$ cat config.mk
export PLATFORM = sky130hd
export DESIGN_NAME = c2p_prerot
export DESIGN_NICKNAME = d
export VERILOG_FILES = /design/src/rtl/c2p_pkg.sv /design/src/rtl/c2p_prerot.sv
export SDC_FILE = /design/constraint.sdc
export NUM_CORES = 1
export LEC_CHECK = 0
export BUFFER_PORTS_ARGS = -buffer_cell sky130_fd_sc_hd__buf_2
export CAP_MARGIN = 20
export CORE_MARGIN = 2
export CORE_UTILIZATION = 49
export DETAILED_ROUTE_END_ITERATION = 10
export PLACE_DENSITY_LB_ADDON = 0.25
export RECOVER_POWER = 100
export SLEW_MARGIN = 40
export SYNTH_ARGS = -nofsm -noshare
export SYNTH_HDL_FRONTEND = slang
export SYNTH_SLANG_ARGS = --single-unit
export TNS_END_PERCENT = 20
$ cat constraint.sdc
create_clock -name i_clk -period 5.05 [get_ports i_clk]
set_input_delay 0 -clock i_clk [delete_from_list [all_inputs] [get_ports i_clk]]
set_output_delay 0 -clock i_clk [all_outputs]
set_load 0.01 [all_outputs]
$ cat src/rtl/c2p_pkg.sv
`timescale 1ns / 1ps

package c2p_pkg;

    localparam int COORD_WIDTH = 24;
    localparam int ITERATIONS  = 24;
    localparam int GUARD       = 8;

    // datapath widths: CORDIC gain and the quarter turn need headroom above the guard bits
    localparam int XW     = COORD_WIDTH + GUARD + 3;
    localparam int AW     = 32;                  // accumulator units: 2^31 is pi
    localparam int ZW     = AW + 2;
    localparam int ANG_SH = AW - COORD_WIDTH;
    localparam int MW     = XW - GUARD;          // rounded magnitude before gain correction
    localparam int INVK_W    = 30;
    localparam int INVK_FRAC = 30;
    localparam int PW     = MW + INVK_W;
    localparam int MAG2W  = PW + 1 - INVK_FRAC;

    // beat passes the pre-rotation register, the iteration registers and the post stages
    localparam int LATENCY = ITERATIONS + 4;

    localparam logic [INVK_W-1:0] INVK_Q30  = INVK_W'(652032874);
    localparam logic [ZW-1:0]     Z_QUARTER = ZW'(1) << (AW - 2);
    localparam logic [ZW-1:0]     Z_ROUND   = (ANG_SH > 0) ? (ZW'(1) << (ANG_SH - 1)) : '0;

    typedef struct packed {
        logic signed [COORD_WIDTH-1:0] x_coord;
        logic signed [COORD_WIDTH-1:0] y_coord;
    } t_c2p_in;

    typedef struct packed {
        logic        [COORD_WIDTH-1:0] magnitude;
        logic signed [COORD_WIDTH-1:0] angle;
    } t_c2p_out;

    typedef struct packed {
        logic              zero;
        logic signed [XW-1:0] x;
        logic signed [XW-1:0] y;
        logic signed [ZW-1:0] z;
    } t_c2p_stage;

    // atan(2^-i) with 2^31 standing for pi
    function automatic logic [ZW-1:0] step_angle(input logic [4:0] idx);
        logic [ZW-1:0] a;
        case (idx)
            5'd0:  a = ZW'(536870912);
            5'd1:  a = ZW'(316933406);
            5'd2:  a = ZW'(167458907);
            5'd3:  a = ZW'(85004756);
            5'd4:  a = ZW'(42667331);
            5'd5:  a = ZW'(21354465);
            5'd6:  a = ZW'(10679838);
            5'd7:  a = ZW'(5340245);
            5'd8:  a = ZW'(2670163);
            5'd9:  a = ZW'(1335087);
            5'd10: a = ZW'(667544);
            5'd11: a = ZW'(333772);
            5'd12: a = ZW'(166886);
            5'd13: a = ZW'(83443);
            5'd14: a = ZW'(41722);
            5'd15: a = ZW'(20861);
            5'd16: a = ZW'(10430);
            5'd17: a = ZW'(5215);
            5'd18: a = ZW'(2608);
            5'd19: a = ZW'(1304);
            5'd20: a = ZW'(652);
            5'd21: a = ZW'(326);
            5'd22: a = ZW'(163);
            5'd23: a = ZW'(81);
            5'd24: a = ZW'(41);
            5'd25: a = ZW'(20);
            5'd26: a = ZW'(10);
            5'd27: a = ZW'(5);
            5'd28: a = ZW'(3);
            5'd29: a = ZW'(1);
            5'd30: a = ZW'(1);
            default: a = '0;
        endcase
        return a;
    endfunction

endpackage

$ cat src/rtl/c2p_prerot.sv
`timescale 1ns / 1ps

module c2p_prerot (
    input  logic                i_clk,
    input  logic                i_rst_n,
    input  logic                i_valid,
    input  c2p_pkg::t_c2p_in    i_vec,
    output logic                o_valid,
    output c2p_pkg::t_c2p_stage o_stg
);
    import c2p_pkg::*;

    logic                 r_valid;
    t_c2p_stage           r_stg;
    t_c2p_stage           n_stg;
    logic signed [XW-1:0] x_ext;
    logic signed [XW-1:0] y_ext;
    logic signed [XW-1:0] rx;
    logic signed [XW-1:0] ry;

    assign x_ext = {{(XW-COORD_WIDTH){i_vec.x_coord[COORD_WIDTH-1]}}, i_vec.x_coord};
    assign y_ext = {{(XW-COORD_WIDTH){i_vec.y_coord[COORD_WIDTH-1]}}, i_vec.y_coord};

    // left half plane: quarter turn so x >= 0, angle accumulator preloaded
    always_comb begin
        rx      = x_ext;
        ry      = y_ext;
        n_stg.z = '0;
        if (x_ext < 0) begin
            if (y_ext >= 0) begin
                rx      = y_ext;
                ry      = -x_ext;
                n_stg.z = Z_QUARTER;
            end else begin
                rx      = -y_ext;
                ry      = x_ext;
                n_stg.z = -Z_QUARTER;
            end
        end
        n_stg.x    = rx <<< GUARD;
        n_stg.y    = ry <<< GUARD;
        n_stg.zero = (x_ext == '0) && (y_ext == '0);
    end

    always_ff @(posedge i_clk) begin
        if (!i_rst_n) begin
            r_valid <= 1'b0;
        end else begin
            r_valid <= i_valid;
        end
    end

    always_ff @(posedge i_clk) begin
        r_stg <= n_stg;
    end

    assign o_valid = r_valid;
    assign o_stg   = r_stg;

`ifndef ASSERT_OFF
    a_x_nonneg: assert property (@(posedge i_clk) disable iff (!i_rst_n)
        r_valid && !r_stg.zero |-> !r_stg.x[XW-1])
        else $error("pre-rotation left x negative");
`endif

endmodule

After elaboration in Yosys (flattened, before gate mapping)
Cells that the tools add are included.
W data, S select, Z words.
{"block": "totals", "output_inout_bits": 106, "wordCells": 17, "regBits": 90, "inputBits": 51}
{"block": "op_classes", "n_reduce_logical": 3, "muxes": 5, "n_addsub": 2, "magnitude_cmp": 2}
{"op": "$mux W27", "count": 4}
{"op": "$logic_not A35 Y1", "count": 2}
{"op": "$neg A24 Y27", "count": 2}
{"op": "$mux W34", "count": 1}
{"op": "$ge A24 B1 Y1 const B", "count": 1}
{"op": "$lt A24 B1 Y1 const B", "count": 1}
{"op": "$logic_and A1 B1 Y1", "count": 1}

Longest topological paths before layout
{"block": "depth", "depth_word": 3, "depth_mapped": 7, "mapped_depth_nobuf": 6}

Least setup slack after synthesis
OpenSTA, ideal clock, no wires.
{"block": "synth_timing", "path_type": "input to register", "start": "input i_vec[37] (netlist bit)", "end": "register r_stg, in the netlist o_stg[61]", "cell_stages": 5, "arrival_time_ps": 1545, "path_buffers": 1, "setup_ps": 62, "setup_slack_ps": 3443, "path_cell_list": "or4_1 > or3_1 > buf_2 > or4_1 > nand3_1"}
{"element": "start: declaration", "line": "c2p_prerot.sv:7", "rtl": "input c2p_pkg::t_c2p_in i_vec,"}
{"element": "end signal: assignment", "line": "c2p_prerot.sv:54", "rtl": "r_stg <= n_stg;"}
{"element": "end: declaration", "line": "c2p_prerot.sv:14", "rtl": "t_c2p_stage r_stg;"}

==> flow_summary.ini <==
[synth]
ys_async_sr_fraction_pct = 0
syn_inst = 412
post_synth_num_cell_types = 46
ys_warn_count = 0
ys_seq_elements = 58
synth_area_sq_mm = 0.003333
synth_edf_count = 0
yosysSeqAreaShare_pct = 34.83
avgSynthCellArea_sq_um = 8.090
yosys_most_used_dff = dfxtp_1

[floorplan]
die_x_um = 86.48
num_rows = 30
die_h_um = 86.48
die-area_sq_mm = 0.007478
io_pins = 157
start_util_pct = 49.89
core_area_sq_mm = 0.006681

[layout]
syn_to_final_growth_pct = 25.19
fill_cells = 646
multiInputGateArea_sq_mm = 0.001841
regArea_sq_mm = 0.001161
fin_area_sq_mm = 0.004173
final_layout_size_suffix_gt1_share_pct = 12.66
antenna_cells = 0
layout_commonest_cell = clkbuf_1
mostFrequentLayoutCells = clkbuf_1 (70), dfxtp_1 (58), conb_1 (49)
finalNetCount = 593

[pwr]
power_uw = 1157
ir_drop_mv = 0.1259
cellPowerDensity_mw_per_mm2 = 277.2
p_leak_uw = 0.001707

[sta]
period_minus_slack_ps = 3121
holdWs_ps = 14.52
setup_slack_ps = 1929
setup_viol = 0
maxSlewHeadroom_pct = 3.573
setup_tns_ps = 0
slew_viol_final = 0
hold_viol_final = 0
fin_crit_sh_pct = 61.80
fmax_ghz = 0.3204
worst_pin_slew_ps = 1446
rsz0062_at_grt = false

[detailed_routing]
wl_per_cell_um = 14.91
drtIter0Drc = 255
vias_per_cell = 5.370
wl_mm = 9.318
drc = 0
firstDrtPassIters = 4
ant_nets = 0
via_count = 3356

[clocking]
htreeDepth = 3
clk_path_buf_depth = 2
postCtsSetupBuffers = 0
clkSlewWorstSetupHoldPaths_ps = 60
clock_sinks = 58
clockRootBuffer = clkbuf_8
cts_buffers = 9
cts_tree = yes

[critical_path]
critPathSlowestCell = clkbuf_1
arrival_ps = 3400
crit_path_start_kind = input port
cp_num_cells = 6
path_buf_inv = 3
critPathTopFamily = buffers and inverters
path_class = input port to flop
critPathRequiredTime_ps = 5330
end_kind = flop
crit_fanout = 33
worstPathCellList = clkbuf_1, inv_1, nor2_1, a22oi_1, dlygate4sd3_1, nand3_1
critPathMaxStageDelay_ps = 1020

[worst_hold_path]
worstHoldStart = i_vec[20]
whs_path_depth = 3
worst_hold_path_type = input port to flop
holdPathEnd = o_stg[97]

[global_routing]
grt_max_degree = 96
antenna_found_initial = 0
grt_pass1_wl_mm = 14.70
track_usage_pct = 24.68
grt_overflow = 0
first_global_vias = 3065

[placed_design]
place_area_sq_mm = 0.003696
gp_congestion = 0.8416
pre_cts_ws_ps = 2565
hpwl_mm = 6.075
io_buffers = 110

[status]
status = complete, no violations

[job]
max_cap_violations = 0
routing by layer:
layer / vias to the layer above / share of wire, % / global-route usage [%]
li1: 1641 / - / -
met1: 1555 / 40 / 29.94
met2: 145 / 52 / 42.24
met3: 15 / 6.6 / 5.905
met4: 0 / 1.3 / 9.375
met5: - / 0 / 0
flip-flops by register name, summed over array words and instances, names as in the netlist:
register / flops
o_valid: 1
o_stg: 57
synthesized netlist by cell type, types with 6 or more instances:
cell type	n	area, sq um
o21ai_0	9	45.04
or3_1	11	68.82
buf_4	48	360.4
buf_1	7	26.28
xor2_1	8	70.07
nand3_1	19	95.09
or4_1	11	82.58
nand2_1	11	41.29
nand4_1	12	75.07
clkbuf_1	23	86.33
inv_1	10	37.54
nor2_1	45	168.9
a31oi_1	11	68.82
nor2b_1	10	62.56
a2111o_1	6	67.56
xnor2_1	14	122.6
nor4_1	6	37.54
nor3_1	8	40.04
a21oi_1	27	135.1
a22oi_1	9	67.56
dfxtp_1	58	1161
stage by stage:
stage,utilization [%],std cells
6_report,62.45,625
3_5_place_dp,55.32,572
3_3_place_gp,55.32,572
5_1_grt,62.45,625
4_1_cts,63.54,625
2_1_floorplan,-,460
kinds of logic after synthesis:
group	count (synthesis)	share of synthesized area, %
and+or+nand+nor	151	24.48
buffers and inverters	90	15.62
AOI/OAI and AO/OA	85	17.49
DFF	58	34.83
xor gates and xnor gates	22	5.781
muxes	3	0.9384
adders and majority gates	2	0.7506
other	1	0.1125
repair_timing:
action	in CTS	in global routing
gates resized for setup	0	0
hold buffers	37	0
hold endpoints to repair	35	0
area by class of cell:
cell class | count | area share [%]
Tap cell | 80 | 2.399
Multi-Input combinational cell | 312 | 44.11
Timing Repair Buffer | 149 | 20.48
Inverter | 10 | 0.8996
Sequential cell | 58 | 27.83
Clock inverter | 3 | 0.9595
Clock buffer | 13 | 3.328
worst max-delay path by stage:
stage | start | to | slack, ps
6_report | i_vec[23] | o_stg[63] | 1930
3_3_place_gp | i_vec[47] | o_stg[100] | 2650
4_1_cts | i_vec[47] | o_stg[63] | 2410
2_1_floorplan | i_vec[37] | o_stg[61] | 3440
3_5_place_dp | i_vec[47] | o_stg[96] | 2560
5_1_grt | i_vec[23] | o_stg[63] | 1670
power breakdown:
group	total, uW	switching [uW]	internal (uW)
registers	509	10.9	498
logic	247	151	95.9
clock network	401	174	227
total	1160	336	821
No activity file was read; power rests on OpenSTA's default activity.
