## config.mk

```make
export PLATFORM = sky130hd
export DESIGN_NAME = c2p_post
export DESIGN_NICKNAME = d
export VERILOG_FILES = /design/src/rtl/c2p_pkg.sv /design/src/rtl/c2p_post.sv
export SDC_FILE = /design/constraint.sdc
export NUM_CORES = 1
export LEC_CHECK = 0
export BUFFER_PORTS_ARGS = -buffer_cell sky130_fd_sc_hd__buf_4
export CAP_MARGIN = 30
export CORE_ASPECT_RATIO = 1.2
export CORE_MARGIN = 4
export CORE_UTILIZATION = 28
export CTS_BUF_LIST = sky130_fd_sc_hd__clkbuf_4
export DETAILED_ROUTE_END_ITERATION = 6
export PLACE_DENSITY_LB_ADDON = 0.15
export SLEW_MARGIN = 0
export SYNTH_ARGS = -nofsm -noshare
export SYNTH_HDL_FRONTEND = slang
export SYNTH_SLANG_ARGS = --single-unit
```

## constraint.sdc

```tcl
create_clock -name i_clk -period 9.32 [get_ports i_clk]
set_input_delay 0 -clock i_clk [delete_from_list [all_inputs] [get_ports i_clk]]
set_output_delay 0 -clock i_clk [all_outputs]
set_load 0.02 [all_outputs]
```

## src/rtl/c2p_pkg.sv

```systemverilog
`timescale 1ns / 1ps

package c2p_pkg;

    localparam int COORD_WIDTH = 24;
    localparam int ITERATIONS  = 24;
    localparam int GUARD       = 8;

    // datapath widths: CORDIC gain and the quarter turn need headroom above the guard bits
    localparam int XW     = COORD_WIDTH + GUARD + 3;
    localparam int AW     = 32;                  // accumulator units: 2^31 is pi
    localparam int ZW     = AW + 2;
    localparam int ANG_SH = AW - COORD_WIDTH;
    localparam int MW     = XW - GUARD;          // rounded magnitude before gain correction
    localparam int INVK_W    = 30;
    localparam int INVK_FRAC = 30;
    localparam int PW     = MW + INVK_W;
    localparam int MAG2W  = PW + 1 - INVK_FRAC;

    // beat passes the pre-rotation register, the iteration registers and the post stages
    localparam int LATENCY = ITERATIONS + 4;

    localparam logic [INVK_W-1:0] INVK_Q30  = INVK_W'(652032874);
    localparam logic [ZW-1:0]     Z_QUARTER = ZW'(1) << (AW - 2);
    localparam logic [ZW-1:0]     Z_ROUND   = (ANG_SH > 0) ? (ZW'(1) << (ANG_SH - 1)) : '0;

    typedef struct packed {
        logic signed [COORD_WIDTH-1:0] x_coord;
        logic signed [COORD_WIDTH-1:0] y_coord;
    } t_c2p_in;

    typedef struct packed {
        logic        [COORD_WIDTH-1:0] magnitude;
        logic signed [COORD_WIDTH-1:0] angle;
    } t_c2p_out;

    typedef struct packed {
        logic              zero;
        logic signed [XW-1:0] x;
        logic signed [XW-1:0] y;
        logic signed [ZW-1:0] z;
    } t_c2p_stage;

    // atan(2^-i) with 2^31 standing for pi
    function automatic logic [ZW-1:0] step_angle(input logic [4:0] idx);
        logic [ZW-1:0] a;
        case (idx)
            5'd0:  a = ZW'(536870912);
            5'd1:  a = ZW'(316933406);
            5'd2:  a = ZW'(167458907);
            5'd3:  a = ZW'(85004756);
            5'd4:  a = ZW'(42667331);
            5'd5:  a = ZW'(21354465);
            5'd6:  a = ZW'(10679838);
            5'd7:  a = ZW'(5340245);
            5'd8:  a = ZW'(2670163);
            5'd9:  a = ZW'(1335087);
            5'd10: a = ZW'(667544);
            5'd11: a = ZW'(333772);
            5'd12: a = ZW'(166886);
            5'd13: a = ZW'(83443);
            5'd14: a = ZW'(41722);
            5'd15: a = ZW'(20861);
            5'd16: a = ZW'(10430);
            5'd17: a = ZW'(5215);
            5'd18: a = ZW'(2608);
            5'd19: a = ZW'(1304);
            5'd20: a = ZW'(652);
            5'd21: a = ZW'(326);
            5'd22: a = ZW'(163);
            5'd23: a = ZW'(81);
            5'd24: a = ZW'(41);
            5'd25: a = ZW'(20);
            5'd26: a = ZW'(10);
            5'd27: a = ZW'(5);
            5'd28: a = ZW'(3);
            5'd29: a = ZW'(1);
            5'd30: a = ZW'(1);
            default: a = '0;
        endcase
        return a;
    endfunction

endpackage

```

## src/rtl/c2p_post.sv

```systemverilog
`timescale 1ns / 1ps

module c2p_post (
    input  logic                i_clk,
    input  logic                i_rst_n,
    input  logic                i_valid,
    input  c2p_pkg::t_c2p_stage i_stg,
    output logic                o_valid,
    output c2p_pkg::t_c2p_out   o_polar
);
    import c2p_pkg::*;

    // stage A: round x to whole units, round angle to output units
    logic                   r_a_valid;
    logic [MW-1:0]          r_a_mag;
    logic [COORD_WIDTH-1:0] r_a_ang;
    logic [MW-1:0]          n_a_mag;
    logic [COORD_WIDTH-1:0] n_a_ang;
    logic [XW-1:0]          x_clamp;
    logic [XW-1:0]          x_rnd;
    logic [ZW-1:0]          z_rnd;

    // stage B: gain correction product
    logic                   r_b_valid;
    logic [PW-1:0]          r_b_prod;
    logic [COORD_WIDTH-1:0] r_b_ang;

    // stage C: round, saturate, output register
    logic                   r_c_valid;
    t_c2p_out               r_c_out;
    t_c2p_out               n_c_out;
    logic [PW:0]            prod_rnd;
    logic [MAG2W-1:0]       mag2;

    always_comb begin
        x_clamp = i_stg.x[XW-1] ? '0 : i_stg.x;
        x_rnd   = x_clamp + (XW'(1) << (GUARD - 1));
        z_rnd   = i_stg.z + Z_ROUND;
        n_a_mag = x_rnd[XW-1:GUARD];
        n_a_ang = z_rnd[ANG_SH +: COORD_WIDTH];
        if (i_stg.zero) begin
            n_a_mag = '0;
            n_a_ang = '0;
        end
    end

    always_comb begin
        prod_rnd = {1'b0, r_b_prod} + ((PW+1)'(1) << (INVK_FRAC - 1));
        mag2     = prod_rnd[PW:INVK_FRAC];
        n_c_out.angle     = r_b_ang;
        n_c_out.magnitude = mag2[COORD_WIDTH-1:0];
        if (|mag2[MAG2W-1:COORD_WIDTH]) begin
            n_c_out.magnitude = '1;
        end
    end

    always_ff @(posedge i_clk) begin
        if (!i_rst_n) begin
            r_a_valid <= 1'b0;
            r_b_valid <= 1'b0;
            r_c_valid <= 1'b0;
        end else begin
            r_a_valid <= i_valid;
            r_b_valid <= r_a_valid;
            r_c_valid <= r_b_valid;
        end
    end

    always_ff @(posedge i_clk) begin
        r_a_mag  <= n_a_mag;
        r_a_ang  <= n_a_ang;
        r_b_prod <= PW'(r_a_mag) * PW'(INVK_Q30);
        r_b_ang  <= r_a_ang;
        r_c_out  <= n_c_out;
    end

    assign o_valid = r_c_valid;
    assign o_polar = r_c_out;

endmodule

```

* Word-level counts from Yosys, hierarchy flattened *
Index checks and enable logic that the tools add are counted.

storage, ports and cells
  output and inout bits = 49
  flip-flop bits (word level) = 182
  bits of input ports = 108

cells by class
  reduce and logical (&&, ||, !) cells = 1
  mux-type cells = 1
  add/subtract/negate cells = 3
  multiply operators = 1

operators by type and width
  cell                                                 number
  adder 57 x 30 -> 58 bit, second input constant       1
  multiplier 27 x 29 -> 56 bit, second input constant  1
  adder 34 x 8 -> 35 bit, second input constant        1
  two-way mux 34 bit                                   1
  adder 32 x 8 -> 32 bit, second input constant        1
  OR reduction 4 bit                                   1

* Logic depth before layout (Yosys ltp) *
Gate-level depths: netlist of run 1.

  depth after elaboration = 2
  gate-level depth with buffers = 24
  depth with buffers taken out = 23

* Least setup slack after synthesis of run 1 *
OpenSTA, ideal clock, no wires.

  path kind = register to register
  from = register r_a_mag[16]
  to = register r_b_prod[52]
  arrival time = 6.245 ns
  buffers on the path = 1
  slack = 2.955 ns
  required time = 9.200 ns
  stages on the path, launching flop included = 23
  cell sequence = dfxtp_1 -> inv_1 -> ha_1 -> inv_1 -> fa_1 -> fa_1 -> fa_1 -> fa_1 -> fa_1 -> inv_1 -> fa_1 -> inv_1 -> ha_1 -> clkbuf_1 -> nand3_1 -> nor3_1 -> o21a_1 -> a311o_2 -> a31oi_2 -> o21ai_2 -> a31oi_1 -> o21ai_0 -> xnor2_1

between the ends
  cells in the longest elaborated chain, start to end = 1

ends and longest elaborated chain
  what                          line            source
  start, declared               c2p_post.sv:15  logic [MW-1:0] r_a_mag;
  start signal, assigned        c2p_post.sv:70  r_a_mag <= n_a_mag;
  multiplier 27 x 29 -> 56 bit  c2p_post.sv:72  r_b_prod <= PW'(r_a_mag) * PW'(INVK_Q30);
  end signal, assigned          c2p_post.sv:72
  end, declared                 c2p_post.sv:25  logic [PW-1:0] r_b_prod;

No other way between the ends.
A chain may end at the register's enable or synchronous reset.

* Worst setup path in the final report of run 1 *
Same ends and word-level chain as after synthesis.

==> results of run 1 <==
[worst max path at each step]
stage	start	endpoint	slack [ps]
final	r_a_mag[16]$_SDFF_PP0_	r_b_prod[52]$_DFF_P_	1750
after global routing	r_a_mag[16]$_SDFF_PP0_	r_b_prod[52]$_DFF_P_	1350
after CTS	r_a_mag[16]$_SDFF_PP0_	r_b_prod[52]$_DFF_P_	1650
after detailed placement	r_a_mag[16]$_SDFF_PP0_	r_b_prod[52]$_DFF_P_	1710
after global placement	r_a_mag[16]$_SDFF_PP0_	r_b_prod[52]$_DFF_P_	1750
after floorplan	r_a_mag[16]$_SDFF_PP0_	r_b_prod[52]$_DFF_P_	2950
[flip-flops by register name, summed over array words and instances, names as in the netlist]
signal / cells
r_a_valid: 1
o_valid: 1
r_b_ang: 24
r_b_prod: 28
r_b_valid: 1
r_a_mag: 27
o_polar: 48
r_a_ang: 24
[critical path: cells and delay by family, from the launching register on]
family	cells	cell delay, ps
compound gates	8	2080
xor+xnor	1	150
fa+ha+maj	8	3880
buf+inv	6	540
flops	1	780
[routing by layer]
metal  track usage, %  up-vias  routed length [um]
li1                 -     6174                   -
met2             30.2      219               28300
met3             2.45       51                1570
met4             3.85        0                1060
met5                0        -                   0
met1             19.6     6321               22400
[Yosys cell counts (all sizes together) (19+ instances only)]
| master | n | area [um^2] |
|---|---|---|
| a21oi | 48 | 252 |
| dfxtp | 154 | 3080 |
| fa | 338 | 6770 |
| ha | 254 | 3180 |
| inv | 499 | 1870 |
| nand2 | 80 | 300 |
| nand3 | 40 | 200 |
| nand4 | 20 | 125 |
| nor2 | 72 | 270 |
| nor3 | 19 | 111 |
| o21ai | 27 | 139 |
| xnor2 | 40 | 350 |
| xor2 | 50 | 438 |
[report_power, final]
part | switching (mW) | internal, mW | leakage [nW]
clock | 0.336 | 0.136 | 0.173
combinational | 2.14 | 1.43 | 9.84
sequential | 0.0872 | 0.804 | 1.28
total | 2.56 | 2.37 | 11.3
[logic make-up (layout without fill, tap and decap cells)]
group | Yosys count | in the layout | synth area share [%]
mux | 1 | 1 | 0.0616
xor+xnor | 90 | 90 | 4.31
other cells | 0 | 3 | 0
flops | 154 | 154 | 16.9
buf+inv | 515 | 824 | 10.6
simple gates | 309 | 309 | 8.32
compound gates | 150 | 150 | 5.50
fa+ha+maj | 592 | 592 | 54.4
[through the flow]
stage / util [%] / hold WS (ps) / power, mW / setup slack (ps)
3_3_place_gp: 31.1 / 209 / 4.48 / 1750
6_report: 34.5 / 156 / 4.93 / 1750
4_1_cts: 34.5 / 62.0 / 5.04 / 1650
2_1_floorplan: - / 71.6 / 3.37 / 2950
3_5_place_dp: 31.1 / 218 / 4.47 / 1710
5_1_grt: 34.5 / 138 / 5.51 / 1350
[layout make-up]
cell class / instances / area [um^2] / area share, %
antenna: 3 / 7.51 / 0.0337
clock inverter: 15 / 214 / 0.960
sequential: 154 / 3080 / 13.8
inverter: 499 / 1870 / 8.41
clock buffer: 17 / 128 / 0.573
multi-input combinational: 1142 / 13300 / 59.6
tap: 832 / 1040 / 4.67
timing repair buffer: 293 / 2670 / 12.0
[what timing repair did]
item                                    CTS  global route
resized for setup                         0             0
hold endpoints to repair                 54             0
hold buffers                            186             0
endpoints found under the setup margin    0             0
==> summary.md, run 1 <==
| Metric | Value |
|---|---|
| Status | `finished, final reports clean` |
| Largest net degree at the start of global routing | `33` |
| Reg2reg setup slack | `1750 ps` |
| Seq/Total Area, Yosys | `16.9%` |
| Post-synth ARST share | `0%` |
| Cell Area, Synth | `18,300 um^2` |
| R2R Path Start | `r_a_mag[16]$_SDFF_PP0_` |
| Post-synthesis register bit count | `154` |
| Slew Limit Fails | `0` |
| Gr usage total | `16.2%` |
| Routed length per placed instance | `18.0 um` |
| Setup TNS | `0 ps` |
| Critical path type | `flip-flop to flip-flop` |
| Fillers | `6,651` |
| Area after DPL | `20,100 um^2` |
| First DRT Iteration DRCs | `462` |
| Maximum clock insertion buffer count | `2` |
| Worst hold stages | `7` |
| Static Leak | `11.3 nW` |
| Port bufs | `105` |
| Synth cell types | `60` |
| Avg Cell Area, Syn | `10.1 um^2` |
| Initial core utilization | `28.3%` |
| Cell Pwr Density | `221 nW/um^2` |
| CTS tree | `done` |
| Gate Count Post-Synth | `1,811` |
| Max-cap violations | `0` |
| Data required time of the worst path | `9900 ps` |
| Core Footprint | `64,600 um^2` |
| Die height | `288 um` |
| Post CTS Setup Buffer Count | `0` |
| Slew at the pin with the worst max-slew slack | `704 ps` |
| Final #Nets | `2,807` |
| HPWL Detailed | `46,300 um` |
| Most frequent cells in the layout | `499 x inv_1, 338 x fa_1, 254 x ha_1` |
| Vias post-DR | `12,765` |
| Post-layout min period | `7570 ps` |
| Critical path data arrival time | `8150 ps` |
| DRC violations left | `0` |
| Total die area | `69,500 um^2` |
| Final instance area | `22,300 um^2` |
| Post-route antenna net violation count | `0` |
| Post-synth EDFFs | `0` |
| RSZ-0062 raised after global routing | `false` |
| DR pass1 iterations | `5` |
| Fmax | `0.132 GHz` |
| Critical Path, Cell by Cell | `inv_1 -> ha_1 -> inv_1 -> fa_1 -> inv_1 -> fa_1 -> inv_1 -> fa_1 -> fa_1 -> fa_1 -> inv_1 -> fa_1 -> inv_1 -> ha_1 -> a21o_1 -> a31oi_1 -> o221ai_1 -> a311o_2 -> a31oi_2 -> o21ai_2 -> a31oi_1 -> o21ai_0 -> xnor2_1` |
| Slew margin rel. | `52.7%` |
| Layout cells sized above 1 | `7.59%` |
| Reg2reg end | `r_b_prod[52]$_DFF_P_` |
| VDD IR max | `177 uV` |
| Worst setup EP type | `flip-flop` |
| Row Count | `102` |
| Most common flop cell mapped by yosys | `dfxtp_1` |
| Tcrit/Tclk final | `81.3%` |
| Top Ports | `157` |
| Worst skew pair latency | `740 ps` |
| Synth warn | `0` |
| Sink Count | `154` |
| GRT overflow | `0` |
| Final setup viols | `0` |
| RePlAce Congestion | `0.922` |
| Hold Crit Start | `i_stg[103]` |
| Sink of the worst hold path | `r_a_mag[14]$_SDFF_PP0_` |
| Most common cell after layout, fill and taps aside | `inv_1` |
| Synthesized net count | `2,511` |
| Via density | `4.32` |
| HP Class | `input pin to flip-flop` |
| Max incr delay on CP | `780 ps` |
| Layout area overhead | `21.8%` |
| WL final | `53,300 um` |
| Non-filler cells, final | `2,955` |
| H-tree depth | `4` |
| Final Hold Vio Count | `0` |
| Worst-path clk slew | `160 ps` |
| Worst Reg-to-Reg Cells | `23` |
| First-pass GRT wire length | `84,200 um` |
| CP Launch Type | `flip-flop` |
| Critical-path top delay cell | `dfxtp_1` |
| Clock Skew | `63.0 ps` |
| Vias in the first global route | `14,449` |
| Initial antenna violation count | `3` |
| CTS buffer count | `17` |
| Maximum fanout along the worst path | `8` |
| Die width | `241 um` |
| Clk root buf | `clkbuf_4` |
| Placed cell count | `2,734` |
No activity file was read; power rests on OpenSTA's default activity.
==> run 2: changes to the inputs <==
==> constraint.sdc (replaced) <==
create_clock -name i_clk -period 6.8 [get_ports i_clk]
set_input_delay 0 -clock i_clk [delete_from_list [all_inputs] [get_ports i_clk]]
set_output_delay 0 -clock i_clk [all_outputs]
set_load 0.02 [all_outputs]
==> run 2 against run 1 <==
Sequential share of layout area is 0.69 points lower. Critical path depth is 2 higher. Core utilization is 2.3 points higher. First-iteration DRC count is 15% lower. Combinational power is 67% higher. Power is 59% higher. Non-clock buffer count is 157 higher. Die area stayed put. Sequential cell count stayed put.
==> summary.md, run 2 (synthesized netlist as in run 1, its figures left out) <==
| Metric | Value |
|---|---|
| Hold Crit Start | `i_stg[91]` |
| Hold slack | `260 ps (+104 ps)` |
| Routed length per placed instance | `17.8 um (-1.1%)` |
| Slew Limit Fails | `0 (unchanged)` |
| VDD IR max | `367 uV (+110%)` |
| RePlAce Congestion | `0.938 (+1.7%)` |
| Number of flip-flops in the largest register | `48 (unchanged)` |
| Largest net degree at the start of global routing | `33 (unchanged)` |
| Reg2reg end | `r_b_prod[53]$_DFF_P_` |
| HPWL Detailed | `49,200 um (+6.2%)` |
| Final setup viols | `0 (unchanged)` |
| Die width | `241 um (unchanged)` |
| Gr usage total | `16.9% (+0.69 points)` |
| R2R Path Start | `r_a_mag[11]$_SDFF_PP0_` |
| DRC violations left | `0 (unchanged)` |
| Total die area | `69,500 um^2 (unchanged)` |
| Final Hold Vio Count | `0 (unchanged)` |
| CP Launch Type | `flip-flop` |
| Worst setup EP type | `flip-flop` |
| Sink Count | `154 (unchanged)` |
| Fmax | `0.152 GHz (+15%)` |
| Max-cap violations | `0 (unchanged)` |
| Row Count | `102 (unchanged)` |
| Most common cell after layout, fill and taps aside | `inv_1` |
| Maximum fanout along the worst path | `5 (-3)` |
| Tot Pwr | `7.84 mW (+59%)` |
| Post-layout min period | `6580 ps (-997 ps)` |
| Non-filler cells, final | `3,112 (+5.3%)` |
| Reg2reg setup slack | `220 ps (-1520 ps)` |
| Slew margin rel. | `48.9% (-3.8 points)` |
| Port bufs | `105 (unchanged)` |
| Top Ports | `157 (unchanged)` |
| Worst Reg-to-Reg Cells | `25 (+8.7%)` |
| Final core utilization | `36.8% (+2.3 points)` |
| CTS buffer count | `17 (unchanged)` |
| Final #Nets | `2,964 (+5.6%)` |
| Vias in the first global route | `15,309 (+6.0%)` |
| GRT overflow | `0 (unchanged)` |
| Initial antenna violation count | `2 (-1)` |
| Worst-path clk slew | `220 ps (+60 ps)` |
| Worst slack, placed | `-41.8 ps (-1750 ps)` |
| Post-route antenna net violation count | `0 (unchanged)` |
| Critical path data arrival time | `7140 ps (-1010 ps)` |
| WL final | `55,500 um (+4.2%)` |
| Clk root buf | `clkbuf_4` |
| Placed cell count | `2,902 (+6.1%)` |
| Critical path type | `flip-flop to flip-flop` |
| H-tree depth | `4 (unchanged)` |
| Worst setup margin | `224 ps (-1520 ps)` |
| Worst skew pair latency | `720 ps (-20 ps)` |
| Vias post-DR | `13,309 (+4.3%)` |
| Slew at the pin with the worst max-slew slack | `761 ps (+57.1 ps)` |
| Tcrit/Tclk final | `96.7% (+15 points)` |
| Most frequent cells in the layout | `495 x inv_1, 323 x fa_1, 279 x buf_4` |
| Worst hold stages | `5 (-2)` |
| Initial core utilization | `28.3% (unchanged)` |
| Clock Skew | `60.1 ps (-2.91 ps)` |
| Layout cells sized above 1 | `17.8% (+10 points)` |
| CTS tree | `done` |
| Cell Pwr Density | `329 nW/um^2 (+49%)` |
| HP Class | `input pin to flip-flop` |
| Via density | `4.28 (-1.0%)` |
| First DRT Iteration DRCs | `391 (-15%)` |
| Fillers | `6,549 (-1.5%)` |
| Data required time of the worst path | `7360 ps (-2540 ps)` |
| Sink of the worst hold path | `r_a_mag[14]$_SDFF_PP0_` |
| First-pass GRT wire length | `87,900 um (+4.4%)` |
| Core Footprint | `64,600 um^2 (unchanged)` |
| Multi-input logic area | `13,600 um^2 (+2.3%)` |
| DR pass1 iterations | `4 (-1)` |
| Maximum clock insertion buffer count | `2 (unchanged)` |
| Status | `finished, final reports clean` |
| Die height | `288 um (unchanged)` |
| Static Leak | `12.1 nW (+7.5%)` |
| Reg area | `3130 um^2 (+1.4%)` |
| Layout area overhead | `30.0%` |
[run 2: changes by cell type in the layout (fill, tap and decap cells not counted), moves of 4 or more]
| cell | delta |
|---|---|
| ha_1 | -13 |
| ha_4 | +7 |
| dfxtp_4 | +8 |
| ha_2 | +6 |
| inv_2 | +4 |
| buf_4 | +172 |
| dfxtp_2 | +10 |
| inv_1 | -4 |
| fa_2 | +15 |
| fa_1 | -15 |
| dlygate4sd3_1 | -17 |
| dfxtp_1 | -18 |
| a21oi_1 | -4 |
| a21oi_2 | +4 |
[run 2: area by class of cell]
| class | count | area share [%] |
|---|---|---|
| clock inverters | 15 | 0.889 |
| diodes | 3 | 0.0316 |
| repair buffers | 450 | 16.0 |
| multi-input cells | 1142 | 57.1 |
| clock buffers | 17 | 0.537 |
| flip-flops and latches | 154 | 13.1 |
| well taps | 832 | 4.38 |
| inverters | 499 | 7.87 |
[run 2: worst max-delay path, cell delays in order, from the launching register on]
cell      delay, ps
dfxtp_4         420
fa_1            500
inv_1            60
fa_1            600
inv_1            70
fa_1            370
inv_1            90
fa_1            430
inv_2            80
fa_2            450
fa_1            540
inv_1            50
fa_1            530
inv_1            60
ha_4            250
a21o_1          170
buf_4           130
o21a_1          180
a311o_2         370
a31oi_4         180
buf_12          140
o21bai_4         90
a21oi_4         250
buf_6           140
o41ai_4          60
xor2_1          190
[run 2: per-layer routing]
| metal | wire length, um | GRT usage (%) | vias up |
|---|---|---|---|
| li1 | - | - | 6483 |
| met1 | 22900 | 20.1 | 6525 |
| met2 | 28300 | 30.2 | 224 |
| met3 | 1990 | 3.03 | 77 |
| met4 | 2370 | 6.69 | 0 |
| met5 | 0 | 0 | - |
[run 2: how the worst max path moves through the flow]
| stage | startpoint | to | depth (start not counted) |
|---|---|---|---|
| CTS | r_a_mag[18]$_SDFF_PP0_ | r_b_prod[53]$_DFF_P_ | 23 |
| global route | r_a_mag[7]$_SDFF_PP0_ | r_b_prod[51]$_DFF_P_ | 22 |
| detailed placement | r_a_mag[18]$_SDFF_PP0_ | r_b_prod[50]$_DFF_P_ | 21 |
| global placement | r_a_mag[18]$_SDFF_PP0_ | r_b_prod[50]$_DFF_P_ | 21 |
| floorplan | r_a_mag[16]$_SDFF_PP0_ | r_b_prod[52]$_DFF_P_ | 22 |
| finish | r_a_mag[11]$_SDFF_PP0_ | r_b_prod[53]$_DFF_P_ | 25 |
[run 2: what timing repair did]
action,CTS,global route
hold buffers,169,0
setup endpoints to repair,2,17
gates cloned,0,0
buffers inserted,0,6
gates resized for setup,3,86
pin swaps,0,31
endpoints found under the hold margin,54,0
[run 2: stage by stage]
| step | instance area [um^2] | setup TNS [ps] |
|---|---|---|
| 2_1_floorplan | 18300 | 0 |
| 3_3_place_gp | 21300 | 0 |
| 3_5_place_dp | 21300 | -41.8 |
| 4_1_cts | 23400 | 0 |
| 5_1_grt | 23800 | -11.9 |
| 6_report | 23800 | 0 |
[run 2: where the power goes]
| group | internal (mW) | total (mW) | switching (mW) |
|---|---|---|---|
| sequential | 1.10 | 1.21 | 0.110 |
| clock | 0.189 | 0.657 | 0.468 |
| combinational | 2.79 | 5.97 | 3.17 |
